## src/hw/rtl/bc_pkg.sv

```systemverilog
// bc_pkg: shared constants, control word type and microcode table for the
// binomial coefficient unit. No dependencies.

package bc_pkg;

    // data widths
    localparam int MAX_N   = 62;
    localparam int N_W     = 6;
    localparam int K_W     = 5;
    localparam int ACC_W   = 64;
    localparam int RES_W   = 59;
    localparam int CNT_W   = 6;
    localparam int UPC_W   = 3;
    localparam int OP_W    = 3;
    localparam int COND_W  = 3;

    // datapath operations
    localparam logic [OP_W-1:0] OP_NOP  = 3'd0;
    localparam logic [OP_W-1:0] OP_LOAD = 3'd1;
    localparam logic [OP_W-1:0] OP_INIT = 3'd2;
    localparam logic [OP_W-1:0] OP_MUL  = 3'd3;
    localparam logic [OP_W-1:0] OP_DIV  = 3'd4;
    localparam logic [OP_W-1:0] OP_NEXT = 3'd5;
    localparam logic [OP_W-1:0] OP_EMIT = 3'd6;

    // jump conditions
    localparam logic [COND_W-1:0] C_NONE     = 3'd0;
    localparam logic [COND_W-1:0] C_ALWAYS   = 3'd1;
    localparam logic [COND_W-1:0] C_NO_IN    = 3'd2;
    localparam logic [COND_W-1:0] C_BAD      = 3'd3;
    localparam logic [COND_W-1:0] C_I_GT_K   = 3'd4;
    localparam logic [COND_W-1:0] C_DIV_BUSY = 3'd5;
    localparam logic [COND_W-1:0] C_OUT_BUSY = 3'd6;

    // program step addresses
    localparam logic [UPC_W-1:0] S_IDLE = 3'd0;
    localparam logic [UPC_W-1:0] S_INIT = 3'd1;
    localparam logic [UPC_W-1:0] S_TEST = 3'd2;
    localparam logic [UPC_W-1:0] S_MUL  = 3'd3;
    localparam logic [UPC_W-1:0] S_DIV  = 3'd4;
    localparam logic [UPC_W-1:0] S_NEXT = 3'd5;
    localparam logic [UPC_W-1:0] S_EMIT = 3'd7;

    typedef struct packed {
        logic [OP_W-1:0]   op;
        logic [COND_W-1:0] cond;
        logic [UPC_W-1:0]  target;
    } t_uword;

    // microcode rom: jump to target when cond holds, else step + 1 (wraps)
    function automatic t_uword f_urom(input logic [UPC_W-1:0] addr);
        t_uword w;
        unique case (addr)
            S_IDLE:  w = '{op: OP_LOAD, cond: C_NO_IN,    target: S_IDLE};
            S_INIT:  w = '{op: OP_INIT, cond: C_BAD,      target: S_EMIT};
            S_TEST:  w = '{op: OP_NOP,  cond: C_I_GT_K,   target: S_EMIT};
            S_MUL:   w = '{op: OP_MUL,  cond: C_NONE,     target: S_IDLE};
            S_DIV:   w = '{op: OP_DIV,  cond: C_DIV_BUSY, target: S_DIV};
            S_NEXT:  w = '{op: OP_NEXT, cond: C_ALWAYS,   target: S_TEST};
            S_EMIT:  w = '{op: OP_EMIT, cond: C_OUT_BUSY, target: S_EMIT};
            default: w = '{op: OP_NOP,  cond: C_ALWAYS,   target: S_IDLE};
        endcase
        return w;
    endfunction

endpackage

```

## src/hw/rtl/binomial_coefficient.sv

```systemverilog
// binomial_coefficient: n choose r by a microcoded multiply / exact-divide loop.
// Depends on bc_pkg (widths, control word, microcode table).
//
//   channel | handshake                 | payload
//   --------+---------------------------+-----------------------
//   in      | i_in_valid / o_in_stall   | i_n[5:0], i_r[5:0]
//   out     | o_out_valid / i_out_stall | o_result[58:0]
//
// One item runs k = min(r, n-r) loop steps from input transfer to result; each
// step multiplies, then divides exactly with the bit-serial divider, which dominates it.
// Out-of-range pairs (n above 62 or r above n) skip the loop and return zero.
// Reset is synchronous and clears the step counter and the output valid.
// A new item is taken once the result is in the output register, even while it
// is stalled; a result waits in the final step only if that register is still full.

module binomial_coefficient
    import bc_pkg::*;
(
    input  logic             i_clk,
    input  logic             i_rst_n,
    input  logic             i_in_valid,
    output logic             o_in_stall,
    input  logic [N_W-1:0]   i_n,
    input  logic [N_W-1:0]   i_r,
    output logic             o_out_valid,
    input  logic             i_out_stall,
    output logic [RES_W-1:0] o_result
);

    logic [UPC_W-1:0] r_upc, n_upc;
    logic [N_W-1:0]   r_n, r_r;
    logic [K_W-1:0]   r_k;
    logic [N_W-1:0]   r_i;
    logic [ACC_W-1:0] r_acc;
    logic [K_W-1:0]   r_rem;
    logic [CNT_W-1:0] r_cnt;
    logic             r_out_valid;
    logic [RES_W-1:0] r_result;

    t_uword             uw;
    logic               in_xfer;
    logic               out_busy;
    logic               bad;
    logic               jump;
    logic [N_W-1:0]     k_full;
    logic [N_W-1:0]     factor;
    logic [ACC_W+N_W-1:0] prod;
    logic [N_W-1:0]     trial;
    logic               q_bit;
    logic [N_W-1:0]     trial_sub;

    // control word of the current step
    assign uw       = f_urom(r_upc);
    assign in_xfer  = i_in_valid && !o_in_stall;
    assign out_busy = r_out_valid && i_out_stall;

    // range check and symmetry
    assign bad    = (r_n > N_W'(MAX_N)) || (r_r > r_n);
    assign k_full = (r_r > (r_n >> 1)) ? (r_n - r_r) : r_r;

    // multiply operand and product
    assign factor = r_n - {1'b0, r_k} + r_i;
    assign prod   = r_acc * factor;

    // one restoring division step
    assign trial     = {r_rem, r_acc[ACC_W-1]};
    assign q_bit     = (trial >= r_i);
    assign trial_sub = q_bit ? (trial - r_i) : trial;

    // jump condition select
    always_comb begin
        unique case (uw.cond)
            C_NONE:     jump = 1'b0;
            C_ALWAYS:   jump = 1'b1;
            C_NO_IN:    jump = !in_xfer;
            C_BAD:      jump = bad;
            C_I_GT_K:   jump = (r_i > {1'b0, r_k});
            C_DIV_BUSY: jump = (r_cnt != {CNT_W{1'b1}});
            C_OUT_BUSY: jump = out_busy;
            default:    jump = 1'b1;
        endcase
        n_upc = jump ? uw.target : r_upc + 1'b1;
    end

    // step counter and output valid
    always_ff @(posedge i_clk) begin
        if (!i_rst_n) begin
            r_upc       <= S_IDLE;
            r_out_valid <= 1'b0;
        end else begin
            r_upc <= n_upc;
            if (uw.op == OP_EMIT && !out_busy) begin
                r_out_valid <= 1'b1;
            end else if (!i_out_stall) begin
                r_out_valid <= 1'b0;
            end
        end
    end

    // datapath registers
    always_ff @(posedge i_clk) begin
        unique case (uw.op)
            OP_LOAD: begin
                if (in_xfer) begin
                    r_n <= i_n;
                    r_r <= i_r;
                end
            end
            OP_INIT: begin
                r_k   <= k_full[K_W-1:0];
                r_i   <= N_W'(1);
                r_acc <= bad ? '0 : ACC_W'(1);
            end
            OP_MUL: begin
                r_acc <= prod[ACC_W-1:0];
                r_rem <= '0;
                r_cnt <= '0;
            end
            OP_DIV: begin
                r_acc <= {r_acc[ACC_W-2:0], q_bit};
                r_rem <= trial_sub[K_W-1:0];
                r_cnt <= r_cnt + 1'b1;
            end
            OP_NEXT: begin
                r_i <= r_i + 1'b1;
            end
            OP_EMIT: begin
                if (!out_busy) begin
                    r_result <= r_acc[RES_W-1:0];
                end
            end
            default: begin
            end
        endcase
    end

    assign o_in_stall  = (r_upc != S_IDLE);
    assign o_out_valid = r_out_valid;
    assign o_result    = r_result;

endmodule

```

## config.mk

```make
export PLATFORM = sky130hd
export DESIGN_NAME = binomial_coefficient
export DESIGN_NICKNAME = d
export VERILOG_FILES = /design/src/hw/rtl/bc_pkg.sv /design/src/hw/rtl/binomial_coefficient.sv
export SDC_FILE = /design/constraint.sdc
export NUM_CORES = 1
export LEC_CHECK = 0
export ABC_AREA = 1
export BUFFER_PORTS_ARGS = -buffer_cell sky130_fd_sc_hd__buf_2
export CAP_MARGIN = 20
export CORE_MARGIN = 4
export CORE_UTILIZATION = 52
export CTS_BUF_LIST = sky130_fd_sc_hd__clkbuf_8
export CTS_CLUSTER_DIAMETER = 100
export DETAILED_ROUTE_END_ITERATION = 10
export MAX_ROUTING_LAYER = met4
export PLACE_DENSITY = 0.68
export SYNTH_ARGS = -nofsm -noshare
export SYNTH_HDL_FRONTEND = slang
export SYNTH_SLANG_ARGS = --single-unit
```

## constraint.sdc

```tcl
create_clock -name i_clk -period 6.5 [get_ports i_clk]
set_input_delay 0.325 -clock i_clk [delete_from_list [all_inputs] [get_ports i_clk]]
set_output_delay 0.325 -clock i_clk [all_outputs]
set_load 0.02 [all_outputs]
```

# Word level (Yosys, flattened, before mapping)
# Cells that the tools add are included.
[totals]
ramBits = 0
latch_bits = 0
mem_bits_ro = 0
input_bits = 16
n_memories = 0
word_cells = 70
ff_bits = 161
out_inout_bits = 61
[op_classes]
n_reduce_logical = 15
n_mux = 12
addsub = 7
magnitude_cmp = 5
bitwise = 1
multipliers = 1
div = 0
n_eq_ne = 19
shift = 0
[op_table]
columns = ["operator", "count"]
rows = [
  ["one-hot mux 64 bit (3 select lines)", 1],
  ["multiplier 64 x 6 -> 64 bit", 1],
  ["one-hot mux 9 bit (7 select lines)", 1],
  ["== test 3 bit (second input constant)", 9],
  ["one-hot mux 6 bit (2 select lines)", 2],
  ["== test 3 x 2 -> 1 bit (second input constant)", 6],
  ["adder 6 x 1 -> 6 bit (second input constant)", 2],
  ["> comparator 6 x 5 -> 1 bit", 2],
  ["2-to-1 mux 5 bit", 2],
  ["one-hot mux 5 bit (2 select lines)", 1],
  ["subtractor 5 bit", 2],
  ["adder 6 bit", 1],
  ["== test 3 x 1 -> 1 bit (second input constant)", 2],
  [">= comparator 6 bit", 1],
  ["> comparator 6 bit", 1],
  ["> comparator 6 bit (second input constant)", 1],
  ["zero test 3 bit", 2],
  ["!= test 6 bit (second input constant)", 1],
  ["one-hot mux 1 bit (6 select lines)", 1],
  ["nonzero test 3 bit", 2],
  ["subtractor 6 x 5 -> 6 bit", 1],
  ["AND reduction 2 bit", 2],
  ["nonzero test 2 bit", 2],
  ["adder 3 x 1 -> 3 bit (second input constant)", 1],
  ["7 further kinds", 13],
]

# Depth between registers and ports, before layout
[logic_depth]
word_depth = 6
ltp_mapped = 33
depth_no_buf = 32

# Least setup slack after synthesis
# No wires, ideal clock.
[synth_timing]
path_type = "register -> register"
from = "register r_i[2]"
to = "register r_acc[27], data pin"
t_arrival_ps = 5422
slack_ps = 817
path_buffers = 1
synth_period_minus_slack_ps = 5683
stages_incl_launch_ff = 27
required_time_ps = 6239
setup_time_ps = 261
path_cell_list = "edfxtp_1 inv_1 fa_1 inv_1 ha_1 a21oi_1 nand2_1 nand2_1 nand3_1 nand2_1 clkbuf_1 nor2_1 fa_1 inv_1 fa_1 fa_1 inv_1 ha_1 a21oi_1 o21ai_0 a21oi_1 nand2_2 nand2_1 nand2_1 or2_2 nand3_1 o21ai_0"
[synth_via]
elab_chain_len = 3
[synth_lines]
columns = ["element", "line_no", "source"]
rows = [
  ["from (decl)", "binomial_coefficient.sv:33", "logic [N_W-1:0] r_i;"],
  ["from (signal assigned)", "binomial_coefficient.sv:125", "r_i <= r_i + 1'b1;"],
  ["adder 6 bit", "binomial_coefficient.sv:62", "assign factor = r_n - {1'b0, r_k} + r_i;"],
  ["multiplier 64 x 6 -> 64 bit", "binomial_coefficient.sv:63", "assign prod = r_acc * factor;"],
  ["one-hot mux 64 bit (3 select lines)", "binomial_coefficient.sv:102", "unique case (uw.op)"],
  ["to (signal assigned)", "binomial_coefficient.sv:112", "r_acc <= bad ? '0 : ACC_W'(1);"],
  ["to (signal assigned)", "binomial_coefficient.sv:115", "r_acc <= prod[ACC_W-1:0];"],
  ["to (signal assigned)", "binomial_coefficient.sv:120", "r_acc <= {r_acc[ACC_W-2:0], q_bit};"],
  ["to (decl)", "binomial_coefficient.sv:34", "logic [ACC_W-1:0] r_acc;"],
]
# No other way between the ends.
# A chain may end at the register's enable or synchronous reset.

# Worst setup path in the final report
[layout_timing]
from = "register r_i[0]"
to = "register r_acc[51], data pin"
# The elaborated chain is that of the path after synthesis.

==> results_dict.tcl <==
set metrics [dict create \
    finalHoldViolations 0 \
    synth_top_area_share_pct 24.72 \
    insertion_delay_ns 0.54 \
    yosysTopAreaCell "fa_1" \
    vias 17310 \
    drive_gt1_share_pct 9.017 \
    clock_path_buffers 2 \
    multi_input_area_mm2 0.01291 \
    synth.distinct_cells 54 \
    cts_tree "done" \
    syn_inst 2562 \
    drt_pass1_iterations 8 \
    dp_cells 3159 \
    finalInstanceArea_mm2 0.02180 \
    die-area_mm2 0.04119 \
    start_util_pct 52.60 \
    critPathArrivalTime_ns 6.51 \
    slew_headroom_pct 31.01 \
    ys_warn_count 0 \
    clk_pin_slew_ns 0.11 \
    finalCritPeriodShare_pct 95.73 \
    fill_cells 3574 \
    place.gp.congestion 1.043 \
    cp.required_ns 6.78 \
    grt_setup_unrepaired "yes" \
    drtAntennaViolNets 0 \
    cap_violations 0 \
    finClkSkew_ns 0.03061 \
    die_h_um 203.0 \
    worstMarginPinSlew_ns 1.029 \
    min_delay_path_depth 3 \
    cts_buffers 17 \
    dpl.hpwl_mm 47.11 \
    drt-initial-drc-count 1336 \
    placed_area_mm2 0.02117 \
    ff2ff_path_depth 26 \
    status "finished, final reports clean" \
    setup_viol 0 \
    yosysMostFrequentCell "nand2_1" \
    core.rowCount 71 \
    clock_sink_count 161 \
    die_w_um 203.0 \
    final-max-slew-violation-count 0 \
    io_pins 77 \
    core-area_mm2 0.03758 \
    synthTopCellsByCount "nand2_1 (650), inv_1 (519), nor2_1 (354), fa_1 (244), edfxtp_1 (157)" \
    wl_mm 58.56 \
    synth-seq-cells 161 \
    period_minus_slack_ns 6.222 \
    cp-end-kind "flip-flop" \
    cts-htree-levels 4 \
    critPathMaxFanout 37 \
    antenna_found_initial 2 \
    min_path_type "in -> reg" \
    critical_path_class "reg -> reg" \
    grt_max_degree 60 \
    avgSynthCellArea_um2 7.714 \
    synth_edf_count 157 \
    grt_overflow 0 \
    synth_area_mm2 0.01976 \
    synthFlopType "edfxtp_1" \
    io_buffers 76 \
    root_buffer "clkbuf_8" \
    avgViaCountPerCell 5.396 \
    regArea_mm2 0.004795 \
    syn_nets 2929 \
    grt_pass1_wl_mm 94.56 \
    netlist_top_cells_area "fa_1 (25%), edfxtp_1 (24%), nand2_1 (12%)" \
    max_freq_ghz 0.1607 \
    seq_area_frac_synth_pct 24.26 \
    area_growth_pct 10.28 \
    async_flop_share_pct 0 \
    nNetsFinal 3049 \
    start_kind "flip-flop" \
    fin_cells 3208 \
    grt_pass1_vias 17460 \
    drc_errors 0 \
    grt_usage_pct 29.83 \
    wl_per_cell_um 18.25 \
]
## layer usage
| layer | track usage [%] | routed length, µm | up-vias | share of wire [%] |
|---|---|---|---|---|
| met3 | 3.226 | 3545 | 81 | 6.1 |
| met2 | 47.74 | 27440 | 623 | 47 |
| met1 | 41.45 | 26360 | 8427 | 45 |
| li1 | - | - | 8180 | - |
| met4 | 7.129 | 1216 | 0 | 2.1 |
| met5 | - | 0 | - | 0 |
## path summary, 6_finish.rpt
check	to	start	slack (ns)
max reg2reg	r_acc[51]	r_i[0]	0.28
min reg2reg	o_result[25]	r_acc[25]	0.55
max	r_acc[51]	r_i[0]	0.28
min	r_upc[1]	i_rst_n	0.06
## cell families after synthesis
| kind of cell | after synthesis | share of synthesized area (%) |
|---|---|---|
| AND/OR/NAND/NOR | 1179 | 24.18 |
| buffers and inverters | 577 | 11.22 |
| AO/OA/AOI/OAI | 273 | 7.920 |
| flip-flops | 161 | 24.26 |
| adder cells (fa/ha/maj) | 351 | 31.49 |
| XOR/XNOR | 21 | 0.9306 |
## through the flow
step                setup slack, ns  utilization, %  hold slack, ns  setup TNS [ns]
floorplan                    0.8170               -          0.4239               0
global placement            0.05377           56.25          0.5013               0
detailed placement         -0.01177           56.32          0.5037        -0.01177
CTS                         0.06038           57.61         0.03728               0
global route               0.003780           58.00         0.06225               0
finish                       0.2778           58.00         0.05820               0
## critical path: stages, from the launching register on
cell	delay (ns)
edfxtp_1	0.46
inv_1	0.14
ha_1	0.31
inv_1	0.05
ha_2	0.19
fa_2	0.40
nand3_1	0.13
nand3b_1	0.10
nand2_2	0.10
buf_12	0.23
buf_6	0.24
nor2_1	0.08
fa_1	0.51
inv_1	0.05
fa_1	0.44
fa_1	0.49
inv_1	0.04
ha_1	0.37
nand2_1	0.17
inv_1	0.06
a21oi_1	0.34
o21ai_0	0.13
buf_4	0.15
a31oi_1	0.21
nand3_1	0.30
nor2_1	0.17
o21ai_1	0.10
## cells in the final DEF, fill, tap and decap left out, types with 76 or more instances in the layout
cell type,n
a21oi_1,97
o21ai_0,76
buf_2,76
edfxtp_1,157
nand2_1,642
fa_1,243
nor2_1,345
nand3_1,106
ha_1,105
inv_1,518
## sequential cells by signal, summed over array words and instances, names as in the netlist
name / count
o_result: 59
r_n: 6
r_cnt: 6
r_upc: 3
o_out_valid: 1
r_i: 6
r_acc: 64
r_r: 6
r_k: 5
r_rem: 5
## area by class of cell
| cell class | count | area share, % |
|---|---|---|
| antenna | 2 | 0.02296 |
| timing repair buffer | 152 | 5.086 |
| sequential | 161 | 22.00 |
| clock inverter | 15 | 0.5683 |
| multi-input combinational | 1825 | 59.25 |
| tap | 511 | 2.933 |
| clock buffer | 17 | 1.073 |
| inverter | 525 | 9.064 |
## timing repair
action | in CTS | in global routing
setup endpoints to repair | 2 | 48
hold buffers | 12 | 0
setup buffers | 0 | 2
gates resized for setup | 1 | 39
pin swaps | 0 | 1
cloned | 0 | 1
hold endpoints to repair | 12 | 0
Power is not shown: default switching activity piles up to over one toggle a cycle in this logic, so the estimate is an artifact.
